[src/hw/rtl/i2cms_pkg.sv]
// types and constants shared by the i2c master status sequencer
package i2cms_pkg;

    typedef enum logic [1:0] {
        FUNC_LOAD   = 2'd0,
        FUNC_START  = 2'd1,
        FUNC_STATUS = 2'd2,
        FUNC_READ   = 2'd3
    } t_func;

    typedef enum logic [2:0] {
        CMD_NONE     = 3'd0,
        CMD_START    = 3'd1,
        CMD_ACK      = 3'd2,
        CMD_NACK     = 3'd3,
        CMD_STOP     = 3'd4,
        CMD_STOP_CLR = 3'd5
    } t_cmd;

    typedef enum logic [1:0] {
        OUT_IDLE = 2'd0,
        OUT_BUSY = 2'd1,
        OUT_OK   = 2'd2,
        OUT_FAIL = 2'd3
    } t_outcome;

    // bus status codes of the shift unit
    localparam logic [7:0] ST_BUS_ERROR    = 8'h00;
    localparam logic [7:0] ST_START        = 8'h08;
    localparam logic [7:0] ST_RESTART      = 8'h10;
    localparam logic [7:0] ST_MT_SLA_ACK   = 8'h18;
    localparam logic [7:0] ST_MT_SLA_NACK  = 8'h20;
    localparam logic [7:0] ST_MT_DATA_ACK  = 8'h28;
    localparam logic [7:0] ST_MT_DATA_NACK = 8'h30;
    localparam logic [7:0] ST_ARB_LOST     = 8'h38;
    localparam logic [7:0] ST_MR_SLA_ACK   = 8'h40;
    localparam logic [7:0] ST_MR_SLA_NACK  = 8'h48;
    localparam logic [7:0] ST_MR_DATA_ACK  = 8'h50;
    localparam logic [7:0] ST_MR_DATA_NACK = 8'h58;
    localparam logic [7:0] ST_SLAVE_FIRST  = 8'h60;
    localparam logic [7:0] ST_SLAVE_LAST   = 8'hC8;
    localparam logic [7:0] ST_NO_INFO      = 8'hF8;

    localparam logic [4:0] POS_MAX = 5'd31;

    typedef struct packed {
        t_func       func;
        logic [3:0]  buf_index;
        logic [7:0]  byte_value;
        logic [6:0]  slave_addr;
        logic        read_not_write;
        logic [4:0]  byte_count;
        logic        repeat_start;
        logic [7:0]  status_code;
        logic [7:0]  rx_byte;
    } t_item;

    typedef struct packed {
        t_cmd        bus_command;
        logic        tx_valid;
        logic [7:0]  tx_byte;
        t_outcome    transfer_status;
        logic        ready_res;
        logic [7:0]  read_byte;
        logic        refused;
    } t_result;

    typedef struct packed {
        logic        idle_flag;
        logic        repeat_pending;
        logic [4:0]  byte_pos;
        logic [6:0]  act_addr;
        logic        act_read;
        logic [4:0]  act_count;
        logic        act_repeat;
        t_outcome    outcome;
    } t_state;

    localparam t_state STATE_RESET = '{
        idle_flag:      1'b1,
        repeat_pending: 1'b0,
        byte_pos:       5'd0,
        act_addr:       7'd0,
        act_read:       1'b0,
        act_count:      5'd0,
        act_repeat:     1'b0,
        outcome:        OUT_IDLE
    };

    // buffer write request
    typedef struct packed {
        logic        en;
        logic [4:0]  addr;
        logic [7:0]  data;
    } t_buf_wr;

    // buffer read answer
    typedef struct packed {
        logic [7:0]  data;
        logic        ok;
    } t_rd;

endpackage

[src/hw/rtl/i2cms_if.sv]
// item channels of the i2c master status sequencer
interface i2cms_in_if;
    logic        valid;
    logic        ready;
    logic [1:0]  func;
    logic [3:0]  buf_index;
    logic [7:0]  byte_value;
    logic [6:0]  slave_addr;
    logic        read_not_write;
    logic [4:0]  byte_count;
    logic        repeat_start;
    logic [7:0]  status_code;
    logic [7:0]  rx_byte;

    modport source (
        output valid, func, buf_index, byte_value, slave_addr, read_not_write,
               byte_count, repeat_start, status_code, rx_byte,
        input  ready
    );
    modport sink (
        input  valid, func, buf_index, byte_value, slave_addr, read_not_write,
               byte_count, repeat_start, status_code, rx_byte,
        output ready
    );
endinterface

interface i2cms_out_if;
    logic        valid;
    logic        ready;
    logic [2:0]  bus_command;
    logic        tx_valid;
    logic [7:0]  tx_byte;
    logic [1:0]  transfer_status;
    logic        ready_res;
    logic [7:0]  read_byte;
    logic        refused;

    modport source (
        output valid, bus_command, tx_valid, tx_byte, transfer_status, ready_res,
               read_byte, refused,
        input  ready
    );
    modport sink (
        input  valid, bus_command, tx_valid, tx_byte, transfer_status, ready_res,
               read_byte, refused,
        output ready
    );
endinterface

[src/hw/rtl/i2c_master_status_sequencer.sv]
// top level of the i2c master status sequencer
//
// i_req carries one item per valid/ready handshake: a transmit byte load, a
// start action, a bus status code with its received byte, or a buffer read
// back. o_res carries exactly one result item for every accepted item, in
// order: the next bus command, an optional byte to shift out, the transfer
// outcome, the start-ready flag, a read-back byte and a refusal flag.
// an accepted item passes the input register, then the result register, before
// its result is shown
// throughput: one item per cycle unless o_res stalls; the decode of an item
// and the sequencer state update share a cycle, so the next item sees it
// the buffer is a memory with registered read; its address is formed at
// acceptance from the state that the item in flight leaves behind
// reset (i_rst_n low, synchronous) clears both stages and returns to idle
// with no transfer; buffer contents stay undefined until written
// when the receiver stalls the result register holds, one more item may wait
// in the input register, and i_req.ready then drops until o_res moves
module i2c_master_status_sequencer #(
    parameter int BUF_DEPTH = 16
) (
    input  logic               i_clk,
    input  logic               i_rst_n,
    i2cms_in_if.sink           i_req,
    i2cms_out_if.source        o_res
);
    import i2cms_pkg::*;

    // input stage
    logic     r_s1_valid;
    t_item    r_s1_item;
    t_item    in_item;
    logic     in_fire;
    logic     s1_fire;

    // sequencer state and decode
    t_state   r_state;
    t_state   n_state;
    t_result  s1_result;
    t_buf_wr  dec_wr;
    t_buf_wr  mem_wr;
    t_rd      rd;
    logic [4:0] rd_addr;

    // result stage
    logic     r_out_valid;
    t_result  r_out;

    assign in_item.func           = t_func'(i_req.func);
    assign in_item.buf_index      = i_req.buf_index;
    assign in_item.byte_value     = i_req.byte_value;
    assign in_item.slave_addr     = i_req.slave_addr;
    assign in_item.read_not_write = i_req.read_not_write;
    assign in_item.byte_count     = i_req.byte_count;
    assign in_item.repeat_start   = i_req.repeat_start;
    assign in_item.status_code    = i_req.status_code;
    assign in_item.rx_byte        = i_req.rx_byte;

    // the stage advances whenever the result register is free or draining
    assign s1_fire     = r_s1_valid && (!r_out_valid || o_res.ready);
    assign i_req.ready = !r_s1_valid || s1_fire;
    assign in_fire     = i_req.valid && i_req.ready;

    // read-back uses the item's index, a transmit uses the position that
    // will be current once this item reaches the decode
    always_comb begin
        if (in_item.func == FUNC_READ) begin
            rd_addr = {1'b0, in_item.buf_index};
        end else if (s1_fire) begin
            rd_addr = n_state.byte_pos;
        end else begin
            rd_addr = r_state.byte_pos;
        end
    end

    // buffer writes commit only when the decoding item retires
    always_comb begin
        mem_wr    = dec_wr;
        mem_wr.en = dec_wr.en && s1_fire;
    end

    i2cms_buffer #(
        .BUF_DEPTH (BUF_DEPTH)
    ) u_buffer (
        .i_clk     (i_clk),
        .i_wr      (mem_wr),
        .i_rd_en   (in_fire),
        .i_rd_addr (rd_addr),
        .o_rd      (rd)
    );

    i2cms_decode u_decode (
        .i_item   (r_s1_item),
        .i_state  (r_state),
        .i_rd     (rd),
        .o_state  (n_state),
        .o_result (s1_result),
        .o_wr     (dec_wr)
    );

    // control registers
    always_ff @(posedge i_clk) begin
        if (!i_rst_n) begin
            r_s1_valid  <= 1'b0;
            r_out_valid <= 1'b0;
            r_state     <= STATE_RESET;
        end else begin
            if (i_req.ready) begin
                r_s1_valid <= i_req.valid;
            end
            if (s1_fire) begin
                r_state     <= n_state;
                r_out_valid <= 1'b1;
            end else if (o_res.ready) begin
                r_out_valid <= 1'b0;
            end
        end
    end

    // payload registers
    always_ff @(posedge i_clk) begin
        if (in_fire) begin
            r_s1_item <= in_item;
        end
        if (s1_fire) begin
            r_out <= s1_result;
        end
    end

    assign o_res.valid           = r_out_valid;
    assign o_res.bus_command     = r_out.bus_command;
    assign o_res.tx_valid        = r_out.tx_valid;
    assign o_res.tx_byte         = r_out.tx_byte;
    assign o_res.transfer_status = r_out.transfer_status;
    assign o_res.ready_res       = r_out.ready_res;
    assign o_res.read_byte       = r_out.read_byte;
    assign o_res.refused         = r_out.refused;
endmodule

[src/hw/rtl/i2cms_buffer.sv]
// data buffer with registered read and write-to-read bypass
module i2cms_buffer #(
    parameter int BUF_DEPTH = 16
) (
    input  logic               i_clk,
    input  i2cms_pkg::t_buf_wr i_wr,
    input  logic               i_rd_en,
    input  logic [4:0]         i_rd_addr,
    output i2cms_pkg::t_rd     o_rd
);
    import i2cms_pkg::*;

    localparam int         AW      = (BUF_DEPTH > 1) ? $clog2(BUF_DEPTH) : 1;
    localparam logic [8:0] DEPTH_W = 9'(BUF_DEPTH);

    logic [7:0] r_mem [BUF_DEPTH];
    logic [7:0] r_rd_data;
    logic       r_rd_ok;
    logic [8:0] wr_ext;
    logic [8:0] rd_ext;
    logic       wr_ok;
    logic       rd_ok;

    assign wr_ext = {4'b0, i_wr.addr};
    assign rd_ext = {4'b0, i_rd_addr};
    assign wr_ok  = wr_ext < DEPTH_W;
    assign rd_ok  = rd_ext < DEPTH_W;

    always_ff @(posedge i_clk) begin
        if (i_wr.en && wr_ok) begin
            r_mem[wr_ext[AW-1:0]] <= i_wr.data;
        end
    end

    // a write in the same cycle wins over the stored entry
    always_ff @(posedge i_clk) begin
        if (i_rd_en) begin
            r_rd_ok <= rd_ok;
            if (i_wr.en && (i_wr.addr == i_rd_addr)) begin
                r_rd_data <= i_wr.data;
            end else begin
                r_rd_data <= r_mem[rd_ext[AW-1:0]];
            end
        end
    end

    assign o_rd.data = r_rd_data;
    assign o_rd.ok   = r_rd_ok;
endmodule

[src/hw/rtl/i2cms_decode.sv]
// per-item decode: next state, result and buffer write
module i2cms_decode (
    input  i2cms_pkg::t_item   i_item,
    input  i2cms_pkg::t_state  i_state,
    input  i2cms_pkg::t_rd     i_rd,
    output i2cms_pkg::t_state  o_state,
    output i2cms_pkg::t_result o_result,
    output i2cms_pkg::t_buf_wr o_wr
);
    import i2cms_pkg::*;

    t_state     n;
    t_result    res;
    t_buf_wr    wr;
    logic [4:0] pos_inc;
    logic [7:0] rd_val;
    logic       is_slave;

    assign pos_inc  = (i_state.byte_pos != POS_MAX) ? i_state.byte_pos + 5'd1
                                                    : i_state.byte_pos;
    assign rd_val   = i_rd.ok ? i_rd.data : 8'h00;
    assign is_slave = (i_item.status_code[2:0] == 3'b000)
                   && (i_item.status_code >= ST_SLAVE_FIRST)
                   && (i_item.status_code <= ST_SLAVE_LAST);

    always_comb begin
        n                   = i_state;
        res.bus_command     = CMD_NONE;
        res.tx_valid        = 1'b0;
        res.tx_byte         = 8'h00;
        res.read_byte       = 8'h00;
        res.refused         = 1'b0;
        wr.en               = 1'b0;
        wr.addr             = {1'b0, i_item.buf_index};
        wr.data             = i_item.byte_value;

        unique case (i_item.func)
            FUNC_LOAD: begin
                wr.en = 1'b1;
            end
            FUNC_START: begin
                if (i_state.idle_flag || i_state.repeat_pending) begin
                    n.act_addr       = i_item.slave_addr;
                    n.act_read       = i_item.read_not_write;
                    n.act_count      = i_item.byte_count;
                    n.act_repeat     = i_item.repeat_start;
                    n.idle_flag      = 1'b0;
                    n.repeat_pending = 1'b0;
                    n.byte_pos       = 5'd0;
                    n.outcome        = OUT_BUSY;
                    res.bus_command  = CMD_START;
                end else begin
                    res.refused = 1'b1;
                end
            end
            FUNC_STATUS: begin
                if (i_item.status_code != ST_NO_INFO) begin
                    unique case (i_item.status_code) inside
                        ST_START, ST_RESTART: begin
                            res.tx_valid    = 1'b1;
                            res.tx_byte     = {i_state.act_addr, i_state.act_read};
                            res.bus_command = CMD_NACK;
                        end
                        ST_MT_SLA_ACK, ST_MT_DATA_ACK: begin
                            if (i_state.byte_pos < i_state.act_count) begin
                                res.tx_valid    = 1'b1;
                                res.tx_byte     = rd_val;
                                n.byte_pos      = pos_inc;
                                res.bus_command = CMD_NACK;
                            end else if (i_state.act_repeat) begin
                                n.repeat_pending = 1'b1;
                                res.bus_command  = CMD_START;
                            end else begin
                                n.outcome       = OUT_OK;
                                res.bus_command = CMD_STOP;
                            end
                        end
                        ST_MT_SLA_NACK, ST_MT_DATA_NACK, ST_MR_SLA_NACK: begin
                            n.outcome       = OUT_FAIL;
                            res.bus_command = CMD_STOP;
                        end
                        ST_ARB_LOST: begin
                            n.outcome       = OUT_FAIL;
                            res.bus_command = CMD_NACK;
                        end
                        ST_MR_SLA_ACK: begin
                            res.bus_command = CMD_ACK;
                        end
                        ST_MR_DATA_ACK: begin
                            wr.en           = 1'b1;
                            wr.addr         = i_state.byte_pos;
                            wr.data         = i_item.rx_byte;
                            n.byte_pos      = pos_inc;
                            res.bus_command = (pos_inc < i_state.act_count) ? CMD_ACK
                                                                            : CMD_NACK;
                        end
                        ST_MR_DATA_NACK: begin
                            if (i_state.act_repeat) begin
                                n.repeat_pending = 1'b1;
                                res.bus_command  = CMD_START;
                            end else begin
                                n.outcome       = OUT_OK;
                                res.bus_command = CMD_STOP;
                            end
                        end
                        ST_BUS_ERROR: begin
                            n.outcome       = OUT_FAIL;
                            res.bus_command = CMD_STOP_CLR;
                        end
                        default: begin
                            // slave codes are declined, anything else is ignored
                            if (is_slave) begin
                                res.bus_command = CMD_NACK;
                            end
                        end
                    endcase
                    n.idle_flag = (n.outcome != OUT_BUSY);
                end
            end
            FUNC_READ: begin
                res.read_byte = rd_val;
            end
            default: begin
            end
        endcase

        res.transfer_status = n.outcome;
        res.ready_res       = n.idle_flag | n.repeat_pending;
    end

    assign o_state  = n;
    assign o_result = res;
    assign o_wr     = wr;
endmodule

[src/flat_wrapper.sv]
// flat-port wrapper written by rule: the top's interface ports become plain ports
module i2c_master_status_sequencer_flat import i2cms_pkg::*;
#(
    parameter int BUF_DEPTH = 16
)
  (i_clk, i_rst_n, i_req_valid, i_req_func, i_req_buf_index, i_req_byte_value, i_req_slave_addr, i_req_read_not_write, i_req_byte_count, i_req_repeat_start, i_req_status_code, i_req_rx_byte, i_req_ready, o_res_valid, o_res_bus_command, o_res_tx_valid, o_res_tx_byte, o_res_transfer_status, o_res_ready_res, o_res_read_byte, o_res_refused, o_res_ready);
  i2cms_in_if i_req_i ();
  i2cms_out_if o_res_i ();
  input  logic i_clk;
  input  logic i_rst_n;
  input wire logic [$bits(i_req_i.valid)-1:0] i_req_valid;
  input wire logic [$bits(i_req_i.func)-1:0] i_req_func;
  input wire logic [$bits(i_req_i.buf_index)-1:0] i_req_buf_index;
  input wire logic [$bits(i_req_i.byte_value)-1:0] i_req_byte_value;
  input wire logic [$bits(i_req_i.slave_addr)-1:0] i_req_slave_addr;
  input wire logic [$bits(i_req_i.read_not_write)-1:0] i_req_read_not_write;
  input wire logic [$bits(i_req_i.byte_count)-1:0] i_req_byte_count;
  input wire logic [$bits(i_req_i.repeat_start)-1:0] i_req_repeat_start;
  input wire logic [$bits(i_req_i.status_code)-1:0] i_req_status_code;
  input wire logic [$bits(i_req_i.rx_byte)-1:0] i_req_rx_byte;
  output wire logic [$bits(i_req_i.ready)-1:0] i_req_ready;
  output wire logic [$bits(o_res_i.valid)-1:0] o_res_valid;
  output wire logic [$bits(o_res_i.bus_command)-1:0] o_res_bus_command;
  output wire logic [$bits(o_res_i.tx_valid)-1:0] o_res_tx_valid;
  output wire logic [$bits(o_res_i.tx_byte)-1:0] o_res_tx_byte;
  output wire logic [$bits(o_res_i.transfer_status)-1:0] o_res_transfer_status;
  output wire logic [$bits(o_res_i.ready_res)-1:0] o_res_ready_res;
  output wire logic [$bits(o_res_i.read_byte)-1:0] o_res_read_byte;
  output wire logic [$bits(o_res_i.refused)-1:0] o_res_refused;
  input wire logic [$bits(o_res_i.ready)-1:0] o_res_ready;
  assign i_req_i.valid = i_req_valid;
  assign i_req_i.func = i_req_func;
  assign i_req_i.buf_index = i_req_buf_index;
  assign i_req_i.byte_value = i_req_byte_value;
  assign i_req_i.slave_addr = i_req_slave_addr;
  assign i_req_i.read_not_write = i_req_read_not_write;
  assign i_req_i.byte_count = i_req_byte_count;
  assign i_req_i.repeat_start = i_req_repeat_start;
  assign i_req_i.status_code = i_req_status_code;
  assign i_req_i.rx_byte = i_req_rx_byte;
  assign i_req_ready = i_req_i.ready;
  assign o_res_valid = o_res_i.valid;
  assign o_res_bus_command = o_res_i.bus_command;
  assign o_res_tx_valid = o_res_i.tx_valid;
  assign o_res_tx_byte = o_res_i.tx_byte;
  assign o_res_transfer_status = o_res_i.transfer_status;
  assign o_res_ready_res = o_res_i.ready_res;
  assign o_res_read_byte = o_res_i.read_byte;
  assign o_res_refused = o_res_i.refused;
  assign o_res_i.ready = o_res_ready;
  i2c_master_status_sequencer #(.BUF_DEPTH(BUF_DEPTH)) u_core (.i_clk(i_clk), .i_rst_n(i_rst_n), .i_req(i_req_i), .o_res(o_res_i));
endmodule
[config.mk]
export PLATFORM = sky130hd
export DESIGN_NAME = i2c_master_status_sequencer_flat
export DESIGN_NICKNAME = d
export VERILOG_FILES = /design/src/hw/rtl/i2cms_pkg.sv /design/src/hw/rtl/i2cms_if.sv /design/src/hw/rtl/i2c_master_status_sequencer.sv /design/src/hw/rtl/i2cms_buffer.sv /design/src/hw/rtl/i2cms_decode.sv /design/src/flat_wrapper.sv
export SDC_FILE = /design/constraint.sdc
export NUM_CORES = 1
export LEC_CHECK = 0
export BUFFER_PORTS_ARGS = -buffer_cell sky130_fd_sc_hd__buf_2
export CAP_MARGIN = 25
export CELL_PAD_IN_SITES_DETAIL_PLACEMENT = 1
export CELL_PAD_IN_SITES_GLOBAL_PLACEMENT = 1
export CORE_MARGIN = 1.5
export CORE_UTILIZATION = 53
export DETAILED_ROUTE_END_ITERATION = 10
export PLACE_DENSITY_LB_ADDON = 0.1
export SYNTH_ARGS = -nofsm -noshare
export SYNTH_HDL_FRONTEND = slang
export SYNTH_SLANG_ARGS = --single-unit
[constraint.sdc]
create_clock -name i_clk -period 5.93 [get_ports i_clk]
set_input_delay 0.8895 -clock i_clk [delete_from_list [all_inputs] [get_ports i_clk]]
set_output_delay 0.8895 -clock i_clk [all_outputs]
set_load 0.005 [all_outputs]
==> results.txt, run 1 <==
By area the synthesized netlist is led by edfxtp_1, nand2_1, dfxtp_1, nand3_1, nor2_1. The first global-routing pass estimated 41,200 um of wire. During placement, the flow inserted port buffers numbering 73. The final clock period utilization by the worst path is 73.5%, and the final weighted congestion of routability-driven global placement is 0.849.

In the final routed layout, each cell accounts on average for 23.4 um. The number of antenna violations at the first check in global routing came out at 0. Post-route minimum period: 4.36 ns. The largest voltage drop on the vdd net is 0.286 mV, and the register bit count reported by yosys is 230.

The tools report the worst min-delay path endpoint as u_core.r_state[8]$_SDFFE_PN0P_. Multiplexer cells account for 1.92% of the synthesized area. The summed negative setup slack over all endpoints is 0 ns, and the transition time of the tightest slew-check pin is 1.01 ns.

The post-route netlist has 15.4% of its cells at a drive strength greater than 1. Sequential area share after synthesis: 67.7%. The synthesized-area fraction occupied by ao, oa, aoi and oai cells works out to 9.53%. The core region is 18,100 um^2. Summed over all nets, the half-perimeter wirelength after detailed placement is 17,600 um. The classification of the worst setup path was reg2reg.

The worst hold path was traced through 2 stages. Across the routed clock network, the largest skew measured is 0.0188 ns. The adder-cell share of the synthesized area works out to 1.65%. The Yosys warning count is 0. In this run the core area contains 49 standard-cell rows. The count of flip-flops with a built-in enable after synthesis was 205; the total global routing overflow was 0.

The synthesized netlist devotes 16.3% of its cell area to simple gates. For the H-tree depth reported by CTS, the log shows 1. The biggest area contributor in the post-synthesis netlist is edfxtp_1. After clock tree synthesis, the repair step resized 0 gates. The logs give 873 for the net count after synthesis and 229 MHz for the maximum clock frequency.

Xor-xnor portion of the synthesized cell area: 0.712%. The total power came out at 3.61 mW. The final count of pins violating max slew is 0. Counting flops with an async set or reset pin after synthesis yields a share of 0%.

In the routed layout, each cell is associated on average with a via count of 6.12. Cell with the most instances after synthesis: edfxtp_1. The net count of the finished layout is 948. The number of placed I/O pins is 74, and the horizontal die dimension is 139 um. For the final design utilization, the log shows 62.4%.

The total setup violations reported at the end of the flow came out at 0. The run gives 0 as the number of hold violations in the final report. The dominant combinational cell family by area after synthesis is simple AND/OR/NAND/NOR gates. The via count of the first global-routing pass came out at 7,403. The run gives 230 as the clock sink count. For the antenna violation net count after detailed routing, the log shows 0. Setup repair after global routing left no endpoint under its margin. The top-area cell type share of the netlist area works out to 62.6%. The routed layout has 6,939 vias. The number of distinct library cells after synthesis was 61. The total global-route track usage is 27.8%. The number of diodes came out at 0. Ranked by instance count, the synthesized netlist is headed by edfxtp_1, nand2_1, nor2_1, nand3_1, a21oi_1. Synthesis produced a netlist whose cell count is 812.

In this run the static leakage power is 4.01 nW. The number of design rule violations left after detail routing was 11. The die area was 19,400 um^2; the y dimension of the die was 139 um. For the latest clock arrival within the worst-skew pair, the log shows 0.54 ns. In this run, CTS created clock tree buffers numbering 24. The first detailed-routing pass took 8 iterations. Max-cap violations in this run came to 0.

The first-iteration detailed-routing DRC count was 495. In this run the critical register-to-register path is launched from u_core.r_s1_item[15]$_DFFE_PP_. Entering global routing, the biggest net connects 54 pins. The endpoint of the worst register-to-register path is u_core.u_buffer.r_rd_data[4]$_DFFE_PP_. After clock tree synthesis, the setup repair step added 0 buffers.

For the worst setup path, the data arrival time is 4.72 ns. The final layout contains routed wiring with a total length of 26,600 um. In this run the deepest clock path goes through 3 buffers.

Across all register-to-register paths, the minimum setup slack is 1.57 ns. The run gives 54.4% as the effective utilization at floorplan. Prevailing post-synth register cell: edfxtp_1. Worst min-delay path category: reg2reg. TritonCTS built the clock tree. The layout overhead on the synthesized area works out to 14.8%. The synthesized area per cell was 12.1 um^2. The run gives 32.8% as the worst-case headroom to the max-slew limit. STA classifies the critical path startpoint as a flop. The flow ran to the end, but the final reports show violations. Of all nets on the critical path, the largest fanout is 44.

The number of cells on the worst reg-to-reg path is 11. The tools report the CTS root buffer as clkbuf_16. The final reports fail on design-rule violations. STA classifies the critical path endpoint as a flop. The total power density per cell area is 320 nW/um^2, and the clock-pin slew on the worst setup and hold paths is 0.06 ns. In this run, post-CTS hold repair placed 0 buffers.

For the worst setup path, the data required time is 6.29 ns. After filler insertion, the fill cell instance count of the layout stands at 1,844. Origin of the worst min-delay path: u_core.r_state[8]$_SDFFE_PN0P_. The synthesized netlist occupies a cell area of 9830 um^2.
-- stage by stage --
| step | hold WS (ns) | cells | worst slack [ns] | area (um^2) |
|---|---|---|---|---|
| floorplan | 0.436 | 812 | 2.14 | 9830 |
| global placement | 0.442 | 1085 | 1.60 | 10400 |
| detailed placement | 0.449 | 1088 | 1.63 | 10400 |
| CTS | 0.456 | 1132 | 1.59 | 11300 |
| global route | 0.474 | 1134 | 1.32 | 11300 |
| finish | 0.456 | 1134 | 1.57 | 11300 |
-- routing by layer --
metal  up-vias  GRT usage [%]  wire length, um
met5         -              0                0
met2       205           50.4            13900
met3        64           3.82             1280
met4         0           11.3              874
li1       3153              -                -
met1      3517           33.3            10500
-- sequential cells by signal (all words and copies together), names as in the netlist, 2 cells and up --
signal                        flops
u_core.o_res.bus_command          3
u_core.o_res.read_byte            8
u_core.o_res.transfer_status      2
u_core.r_s1_item                 44
u_core.u_buffer.r_rd_data         8
u_core.o_res.tx_byte              8
u_core.u_buffer.r_mem           128
u_core.r_state                   23
-- critical path: stages (launching register included) --
cell and delay, ns:
edfxtp_1 0.48, or4_1 0.69, a2111oi_2 0.41, o21ai_1 0.16
a311o_1 0.34, o2bb2ai_1 0.32, or2_2 0.84, buf_4 0.30
nand2_1 0.07, nand3_1 0.08, nand4_1 0.20, a31oi_1 0.29
-- power breakdown --
group / leakage, nW / internal (mW) / switching [mW]
clock: 0.398 / 0.936 / 0.645
sequential: 2.09 / 1.81 / 0.0242
combinational: 1.52 / 0.0671 / 0.136
total: 4.01 / 2.81 / 0.805
-- layout make-up --
class                   count  area, um^2  area share (%)
clock buffers              28         626            5.54
clock inverters            16         208            1.84
inverters                  17        63.8           0.565
multi-input cells         527        2960            26.3
flip-flops and latches    230        6660            59.0
well taps                 229         287            2.54
repair buffers             87         482            4.27
-- kinds of logic after synthesis --
kind of cell,Yosys count
XOR/XNOR,8
multiplexers,16
adder cells (fa/ha/maj),13
AO/OA/AOI/OAI,133
buffers and inverters,55
AND/OR/NAND/NOR,357
flip-flops,230
-- how the worst max path moves through the flow --
stage,startpoint,to,slack (ns),depth (start not counted)
5_1_grt,u_core.r_s1_item[15]$_DFFE_PP_,u_core.u_buffer.r_rd_data[7]$_DFFE_PP_,1.32,10
3_5_place_dp,u_core.r_s1_item[15]$_DFFE_PP_,u_core.u_buffer.r_rd_data[4]$_DFFE_PP_,1.63,11
6_report,u_core.r_s1_item[15]$_DFFE_PP_,u_core.u_buffer.r_rd_data[4]$_DFFE_PP_,1.57,11
2_1_floorplan,o_res_ready,u_core.u_buffer.r_rd_data[7]$_DFFE_PP_,2.14,11
4_1_cts,u_core.r_s1_item[15]$_DFFE_PP_,u_core.u_buffer.r_rd_data[4]$_DFFE_PP_,1.59,10
3_3_place_gp,u_core.r_s1_item[15]$_DFFE_PP_,u_core.u_buffer.r_rd_data[3]$_DFFE_PP_,1.60,10
-- cells in the final DEF, fill, tap and decap left out, types with 17 or more instances in the layout --
cell type / netlist / layout
dfxtp_1: 25 / 25
a32oi_1: 21 / 21
a31oi_1: 21 / 21
edfxtp_1: 205 / 205
nand4_1: 18 / 18
a21oi_1: 37 / 37
nand3_1: 44 / 44
nor2_1: 50 / 49
clkbuf_16: 0 / 24
buf_2: 6 / 73
o21ai_0: 17 / 17
nand2_1: 184 / 184
Note: power is estimated with default switching activity, not from simulation.
==> run 2, diff against run 1 <==
--- a/config.mk
+++ b/config.mk
@@ -5,12 +5,13 @@
 export SDC_FILE = /design/constraint.sdc
 export NUM_CORES = 1
 export LEC_CHECK = 0
+export ABC_AREA = 1
 export BUFFER_PORTS_ARGS = -buffer_cell sky130_fd_sc_hd__buf_2
 export CAP_MARGIN = 25
 export CELL_PAD_IN_SITES_DETAIL_PLACEMENT = 1
 export CELL_PAD_IN_SITES_GLOBAL_PLACEMENT = 1
 export CORE_MARGIN = 1.5
-export CORE_UTILIZATION = 53
+export CORE_UTILIZATION = 43
 export DETAILED_ROUTE_END_ITERATION = 10
 export PLACE_DENSITY_LB_ADDON = 0.1
 export SYNTH_ARGS = -nofsm -noshare
==> constraint.sdc (replaced) <==
create_clock -name i_clk -period 3.85 [get_ports i_clk]
set_input_delay 0.5775 -clock i_clk [delete_from_list [all_inputs] [get_ports i_clk]]
set_output_delay 0.5775 -clock i_clk [all_outputs]
set_load 0.005 [all_outputs]
==> results.txt, run 2 <==
The synthesized-area fraction occupied by ao, oa, aoi and oai cells was 4.18% (-5.4 points); the number of hold violations in the final report was 0 (unchanged). The run gives 1 (unchanged) as the H-tree depth reported by CTS. The logs give 396 (-20%) for the first-iteration detailed-routing DRC count and 0.55 ns (about the same) for the latest clock arrival within the worst-skew pair. The data arrival time of the critical path is 3.56 ns (-1.16 ns), and the cell leakage power is 5.06 nW (+26%).

The worst register-to-register path ends at u_core.u_buffer.r_rd_data[7]$_DFFE_PP_. The tools report the number of rows created at floorplan as 57 (+16%). The cell count of the worst hold path is 1 (-1), and the count of buffering cells on the critical path with inverters included is 1 (unchanged). Number of flip-flops in the largest register: 128 (unchanged).

The internal power was 4.30 mW (+53%); the total global routing overflow was 0 (unchanged). The worst-case headroom to the max-slew limit is 45.1% (+12 points), and the count of flip-flops with a built-in enable after synthesis is 205 (unchanged). The logs give 42.8% (-0.9 points) for the fraction of power consumed by the clock network and 42,900 um (+4.2%) for the first-pass GRT wire length.

The final clock period utilization by the worst path is 84.6% (+11 points). The run gives 24,200 um^2 (+34%) as the area of the core. The cell with the most instances after synthesis is edfxtp_1.

The number of detailed-routing iterations run before antenna repair was 5 (-3). For the effective utilization at floorplan, the log shows 43.6% (-11 points). The tools report the worst min-delay path endpoint as u_core.r_s1_item[35]$_DFFE_PP_. Clock sink count: 230 (unchanged).

Synthesized area per cell: 10.3 um^2 (-15%). The dominant combinational cell family by area after synthesis is simple AND/OR/NAND/NOR gates. The post-CTS setup buffer count came out at 0 (unchanged). For the synthesized netlist cell count, the log shows 1,023 (+26%).

Most common cell after layout, fill and taps aside: edfxtp_1. The flow ran to the end, and the final reports show no timing, DRC or antenna violations. The number of design rule violations left after detail routing is 0 (-11). The sequential area share after synthesis is 63.1% (-4.6 points), and the number of hold-repair buffers added at the cts stage is 0 (unchanged).

The clock-pin slew on the worst setup and hold paths was 0.06 ns (about the same); the Yosys warning count was 0 (unchanged). Net count of the finished layout: 1,176 (+24%). For the cell area after placement, the log shows 11,400 um^2 (+9.0%). The origin of the worst min-delay path was i_req_byte_value[5]. The longest individual stage delay on the worst path works out to 0.56 ns (-0.28 ns). Fraction of final layout cells sized beyond drive strength 1: 15.9% (+0.59 points). The slowest stage of the critical path is the buf_4 cell. The horizontal die dimension works out to 160 um (+15%).

The logs give 26 (+8.3%) for the TritonCTS buffer count and 12,200 um^2 (+8.0%) for the design area. The net count after synthesis is 1,084 (+24%). The run gives 307 MHz (+34%) as the maximum clock frequency.

The run gives 0 (unchanged) as the antenna violation net count after detailed routing. The final weighted congestion of routability-driven global placement came out at 0.838 (-1.3%). Total half-perimeter wirelength after legalization and detailed placement: 18,200 um (+3.5%).

After synthesis, the cell types taking the most area are edfxtp_1, nand3_1, nand2_1, inv_1, dfxtp_1. For the aggregate routed wire length, the log shows 27,300 um (+2.6%). The kind of cell with the highest combined delay along the critical path is simple AND/OR/NAND/NOR gates. Total power: 5.58 mW (+54%).

The worst-case reg-to-reg path depth works out to 16 (+5). The cell total after placement is 1,411 (+30%). The start of the worst register-to-register path was u_core.r_state[18]$_SDFFE_PN0P_. The final count of pins violating max slew came out at 0 (unchanged). The run gives 74 (unchanged) as the number of placed I/O pins. For the via count of the first global-routing pass, the log shows 7,851 (+6.1%).

The logs give 25,500 um^2 (+31%) for the die area and 42 (-31%) for the number of distinct library cells after synthesis. Worst min-delay path category: in2reg. The total net switching power is 1.28 mW (+59%). The tools report the number of antenna violations at the first check in global routing as 0 (unchanged). The logs give 10,500 um^2 (+7.2%) for the synthesized area and 0.205 ns (-0.251 ns) for the post-route worst hold slack. TritonCTS built the clock tree.

For the total setup violations reported at the end of the flow, the log shows 0 (unchanged). The run gives 1,459 (+29%) as the final instance count without filler cells. Total of buffers placed on input and output ports: 73 (unchanged). The xor-xnor portion of the synthesized cell area came out at 0.320% (-0.39 points). Post-route minimum period: 3.26 ns (-1.10 ns). For the largest voltage drop on the vdd net, the log shows 0.379 mV (+33%).

The register-to-register setup slack came out at 0.59 ns (-0.98 ns). Walking the worst path, the cells encountered are ha_1 -> nand2_1 -> nand2_1 -> a21oi_1 -> nand3_4 -> nand2_2 -> nand3_2 -> nand3_2 -> buf_4 -> nand3b_1 -> nand3_1 -> nand3_1 -> nand3_1 -> nand2_1 -> nand2_1 -> nand2_1. In the synthesized netlist, the cells that appear most often are edfxtp_1, nand2_1, nand3_1, inv_1, nor2_1. The top-area cell type share of the netlist area works out to 58.4% (-4.2 points). The switching power share of the total was 22.9% (+0.67 points). The average via count per standard cell was 5.13 (-16%). The synthesized-area fraction occupied by and/or/nand/nor cells came out at 23.6% (+7.3 points).

The adder-cell share of the synthesized area works out to 1.54% (-0.11 points). The y dimension of the die works out to 160 um (+15%). The number of diodes is 0 (unchanged).

The number of gates on the worst path with buffers counted was 16 (+5); the combinational share of power was 6.6% (+1.0 points). The total power density per cell area works out to 458 nW/um^2 (+43%). The pin count of the biggest net entering global routing is 65 (+20%), and the register bit count reported by yosys is 230 (unchanged). The share of synthesized registers carrying an async set or reset came out at 0% (unchanged). The post-detailed-route wirelength per cell was 18.7 um (-20%). For the summed negative setup slack over all endpoints, the log shows 0 ns (unchanged). The kind of launch point of the worst setup path is a flop.

Compared with the post-synthesis result, the final layout area differs by 15.6%. The max-capacitance violation count is 0 (unchanged). The prevailing post-synth register cell was edfxtp_1. Setup clock skew after layout: 0.0250 ns (+0.00613 ns). The worst setup path is of the reg2reg kind. The library cells used most frequently in the layout, excluding fill and tap cells, are edfxtp_1, nand2_1, nand3_1. STA classifies the critical path endpoint as a flop. The number of gates given a new drive strength after cts was 0 (unchanged). The tools report the via count of the routed design as 7,487 (+7.9%). The transition time of the tightest slew-check pin came out at 0.820 ns (-0.188 ns). The sequential power share came out at 50.5% (about the same).

The cell that appears most often on the critical path is nand2_1. The critical path required time came out at 4.15 ns (-2.14 ns). Clock tree synthesis selected as its root buffer the cell clkbuf_16. The top fanout value on the critical path is 64 (+45%), and the number of buffers between clock root and the deepest sink is 3 (unchanged).

The multiplexer share of the synthesized area works out to 0% (-1.9 points). For the total global-route track usage, the log shows 21.8% (-6.0 points). In this run the worst setup path begins at u_core.r_state[18]$_SDFFE_PN0P_. Setup repair after global routing left no endpoint under its margin. The largest total area in the synthesized netlist belongs to edfxtp_1.
[run 2: changes by cell type after synthesis, moves of 10 or more]
cell      delta
nor2_1      +21
and3_1      -14
inv_1      +131
clkbuf_1    -23
a32oi_1     -21
nand3_1    +132
mux2i_1     -14
nor2b_1     -11
buf_2       +10
nand3b_1    +27
nand2_1     +11
a31oi_1     -21
nand4_1     -18
[run 2: area by class of cell]
type | instances | area, um^2
clock buffer | 35 | 694
clock inverter | 13 | 128
fill | 2661 | 12000
inverter | 153 | 577
multi-input combinational | 604 | 3130
sequential | 230 | 6660
tap | 324 | 405
timing repair buffer | 100 | 601
[run 2: worst max path at each step]
stage          slack (ns)                                      to
2_1_floorplan        0.80  u_core.u_buffer.r_mem[12][0]$_DFFE_PP_
3_3_place_gp         0.59  u_core.u_buffer.r_rd_data[3]$_DFFE_PP_
3_5_place_dp         0.53  u_core.u_buffer.r_rd_data[0]$_DFFE_PP_
4_1_cts              0.58  u_core.u_buffer.r_rd_data[0]$_DFFE_PP_
5_1_grt              0.32  u_core.u_buffer.r_rd_data[2]$_DFFE_PP_
6_report             0.59  u_core.u_buffer.r_rd_data[7]$_DFFE_PP_
[run 2: per-layer routing]
layer	wire length, um	track usage, %
met5	0	0
met4	751	6.52
met3	1080	3.36
met2	13400	37.8
met1	12100	28.3
[run 2: logic make-up (layout without fill, tap and decap cells)]
logic type               count (synthesis)  count (layout)
buffers and inverters                  189             301
XOR/XNOR                                 3               3
flip-flops                             230             230
adder cells (fa/ha/maj)                 13              13
AND/OR/NAND/NOR                        514             514
AO/OA/AOI/OAI                           74              74
[run 2: power groups by stage]
stage	Combinational (mW)	Sequential [mW]	Clock, mW
after detailed placement	0.376	2.87	0
after global routing	0.414	2.82	2.53
after global placement	0.365	2.87	0
final	0.371	2.82	2.39
after floorplan	0.233	2.86	0
after CTS	0.378	2.82	2.45
[run 2: per-stage QoR]
stage | setup slack, ns | utilization [%]
final | 0.593 | 50.4
after CTS | 0.575 | 50.4
after detailed placement | 0.531 | 47.0
after global routing | 0.325 | 50.4
after floorplan | 0.797 | -
after global placement | 0.592 | 46.9
==> run 3, diff against run 2 <==
--- a/config.mk
+++ b/config.mk
@@ -11,7 +11,7 @@
 export CELL_PAD_IN_SITES_DETAIL_PLACEMENT = 1
 export CELL_PAD_IN_SITES_GLOBAL_PLACEMENT = 1
 export CORE_MARGIN = 1.5
-export CORE_UTILIZATION = 43
+export CORE_UTILIZATION = 48
 export DETAILED_ROUTE_END_ITERATION = 10
 export PLACE_DENSITY_LB_ADDON = 0.1
 export SYNTH_ARGS = -nofsm -noshare
==> constraint.sdc (replaced) <==
create_clock -name i_clk -period 3.4 [get_ports i_clk]
set_input_delay 0.51 -clock i_clk [delete_from_list [all_inputs] [get_ports i_clk]]
set_output_delay 0.51 -clock i_clk [all_outputs]
set_load 0.005 [all_outputs]
==> results.txt, run 3 (synthesized netlist as in run 2, its figures left out) <==
The run finished with clean final reports. Leaving out fill and tap cells, the most frequent cells in the layout are edfxtp_1, nand2_1, nand3_1. The y dimension of the die was 151 um (-5.3%); the total of buffers placed on input and output ports was 73 (unchanged).

The run gives 326 MHz (+6.1%) as the maximum clock frequency. For the total setup violations reported at the end of the flow, the log shows 0 (unchanged). The run gives 7,929 (+0.99%) as the via count of the first global-routing pass. The max-capacitance violation count was 0 (unchanged); the number of hold violations in the final report was 0 (unchanged). For the number of diodes, the log shows 0 (unchanged).

The run gives 0 (unchanged) as the number of gates given a new drive strength after cts. The post-detailed-route wirelength per cell is 20.1 um (+7.8%), and the number of antenna violations at the first check in global routing is 0 (unchanged). The most common cell after layout, fill and taps aside was edfxtp_1.

Horizontal die dimension: 151 um (-5.3%). Setup repair after global routing left no endpoint under its margin. The number of rows created at floorplan is 54 (-5.3%). The total power was 6.13 mW (+9.9%); the aggregate routed wire length was 28,600 um (+4.9%).

The tools report the CTS root buffer as clkbuf_16. Clock-pin slew on the worst setup and hold paths: 0.06 ns (about the same). The run gives 33.8% (-11 points) as the worst-case headroom to the max-slew limit. The total global-route track usage was 25.7% (+3.9 points). The net count of the finished layout came out at 1,181 (+0.43%).

The area of the core was 21,700 um^2 (-10%). The first-pass GRT wire length is 44,100 um (+2.7%), and the largest voltage drop on the vdd net is 0.444 mV (+17%). For the number of placed I/O pins, the log shows 74 (unchanged). The tools report the number of hold-repair buffers added at the cts stage as 0 (unchanged).

Fraction of final layout cells sized beyond drive strength 1: 16.1% (+0.19 points). The cell total after placement was 1,372 (-2.8%); the die area was 22,900 um^2 (-10%). Worst min-delay path category: in2reg.

The total power density per cell area is 506 nW/um^2 (+11%), and the final count of pins violating max slew is 0 (unchanged). The final instance count without filler cells was 1,420 (-2.7%); the post-route minimum period was 3.07 ns (-0.188 ns). The run gives 0 ns (unchanged) as the summed negative setup slack over all endpoints.

The critical path required time is 3.70 ns (-0.45 ns). TritonCTS built the clock tree. The antenna violation net count after detailed routing came out at 0 (unchanged). STA classifies the critical path endpoint as a flop.

The number of flip-flops in the largest register is 128 (unchanged), and the cell leakage power is 5.07 nW (+0.18%). The worst setup path is launched from a flop. The H-tree depth reported by CTS was 1 (unchanged). Classification of the worst setup path: reg2reg.

The total global routing overflow is 0 (unchanged), and the transition time of the tightest slew-check pin is 0.983 ns (+0.163 ns). The tools report the clock sink count as 230 (unchanged). Grouping stages by cell kind, the critical path spends the most delay in simple AND/OR/NAND/NOR gates. The top fanout value on the critical path is 17 (-73%). TritonCTS buffer count: 26 (unchanged). For the final weighted congestion of routability-driven global placement, the log shows 0.814 (-2.9%). Number of detailed-routing iterations run before antenna repair: 5 (unchanged). Number of buffers between clock root and the deepest sink: 3 (unchanged). The most numerous cell type found on the critical path is nand2_1. The logs give 0.0189 ns (-0.00610 ns) for the setup clock skew after layout and 0 (unchanged) for the number of design rule violations left after detail routing. Traced cell by cell, the critical path runs through ha_1 -> nand2_1 -> nor2_1 -> nand2_1 -> nand2_1 -> nand2_1 -> nand3_1 -> nand2_1 -> nand2_1 -> nand2_1 -> nand2_1 -> nand2_2 -> buf_4 -> nand2_1 -> nand3_1 -> nor2_8 -> nand2_4 -> nand2_1 -> nand2_1. The layout overhead on the synthesized area came out at 14.9%. The longest individual stage delay on the worst path works out to 0.52 ns (-0.04 ns). For the via count of the routed design, the log shows 7,634 (+2.0%).

The cell with the largest stage delay on the worst path was dfxtp_1. The logs give 0 (unchanged) for the post-CTS setup buffer count and 65 (unchanged) for the pin count of the biggest net entering global routing. Final clock period utilization by the worst path: 90.3% (+5.7 points). The first-iteration detailed-routing DRC count is 505 (+28%).

The run gives 0.54 ns (about the same) as the latest clock arrival within the worst-skew pair. Average via count per standard cell: 5.38 (+4.8%). The run gives 48.6% (+5.0 points) as the effective utilization at floorplan. The count of buffering cells on the critical path with inverters included is 1 (unchanged), and the data arrival time of the critical path is 3.37 ns (-0.19 ns). The total half-perimeter wirelength after legalization and detailed placement came out at 19,700 um (+8.3%).
run 3: cell count changes in the layout (fill, tap and decap cells not counted), sizes merged:
| cell | change |
|---|---|
| buf | +5 |
| clkinv | +6 |
| clkinvlp | -1 |
| clkbuf | -3 |
| bufinv | -2 |
run 3: routing by layer:
metal	up-vias	GRT usage, %	share of wire (%)
met4	0	8.88	3.4
met2	176	46.4	51
li1	3645	-	-
met3	63	4.01	4.6
met5	-	0	0
met1	3750	31.1	41
run 3: worst register-to-register path: stages, from the launching register on:
cell and delay [ns]:
dfxtp_1 0.52, ha_1 0.24, nand2_1 0.08, nor2_1 0.16, nand2_1 0.14, nand2_1 0.09, nand2_1 0.11, nand3_1 0.11
nand2_1 0.05, nand2_1 0.12, nand2_1 0.07, nand2_1 0.08, nand2_2 0.06, buf_4 0.20, nand2_1 0.09, nand3_1 0.18
nor2_8 0.25, nand2_4 0.12, nand2_1 0.11, nand2_1 0.06
run 3: worst paths after layout:
path	to	from	slack, ns	depth (start not counted)
hold reg to reg	u_core.r_state[14]$_SDFFE_PN0P_	u_core.r_s1_item[28]$_DFFE_PP_	0.48	2
hold / removal	u_core.r_s1_item[9]$_DFFE_PP_	i_req_status_code[1]	0.15	1
setup / recovery	u_core.u_buffer.r_rd_data[6]$_DFFE_PP_	u_core.r_state[17]$_SDFFE_PN0P_	0.33	19
setup reg to reg	u_core.u_buffer.r_rd_data[6]$_DFFE_PP_	u_core.r_state[17]$_SDFFE_PN0P_	0.33	19
run 3: stage by stage:
step | hold slack [ns] | instance area, um^2 | setup slack, ns | utilization [%]
after floorplan | 0.438 | 10500 | 0.415 | -
after global placement | 0.466 | 11400 | 0.359 | 52.4
after detailed placement | 0.465 | 11400 | 0.327 | 52.4
after CTS | 0.125 | 12100 | 0.320 | 55.9
after global routing | 0.131 | 12100 | 0.0258 | 55.9
final | 0.147 | 12100 | 0.331 | 55.9
run 3: final cells by class:
| cell class | instances | area [um^2] |
|---|---|---|
| inverter | 153 | 577 |
| multi-input combinational | 604 | 3120 |
| timing repair buffer | 105 | 656 |
| fill | 2380 | 9570 |
| clock inverter | 16 | 85.1 |
| tap | 280 | 350 |
| sequential | 230 | 6660 |
| clock buffer | 32 | 673 |
run 3: power breakdown:
group          switching, mW  internal [mW]  total, mW
sequential            0.0398           3.16       3.20
combinational          0.298          0.131      0.429
clock                   1.10           1.40       2.51
total                   1.44           4.69       6.13
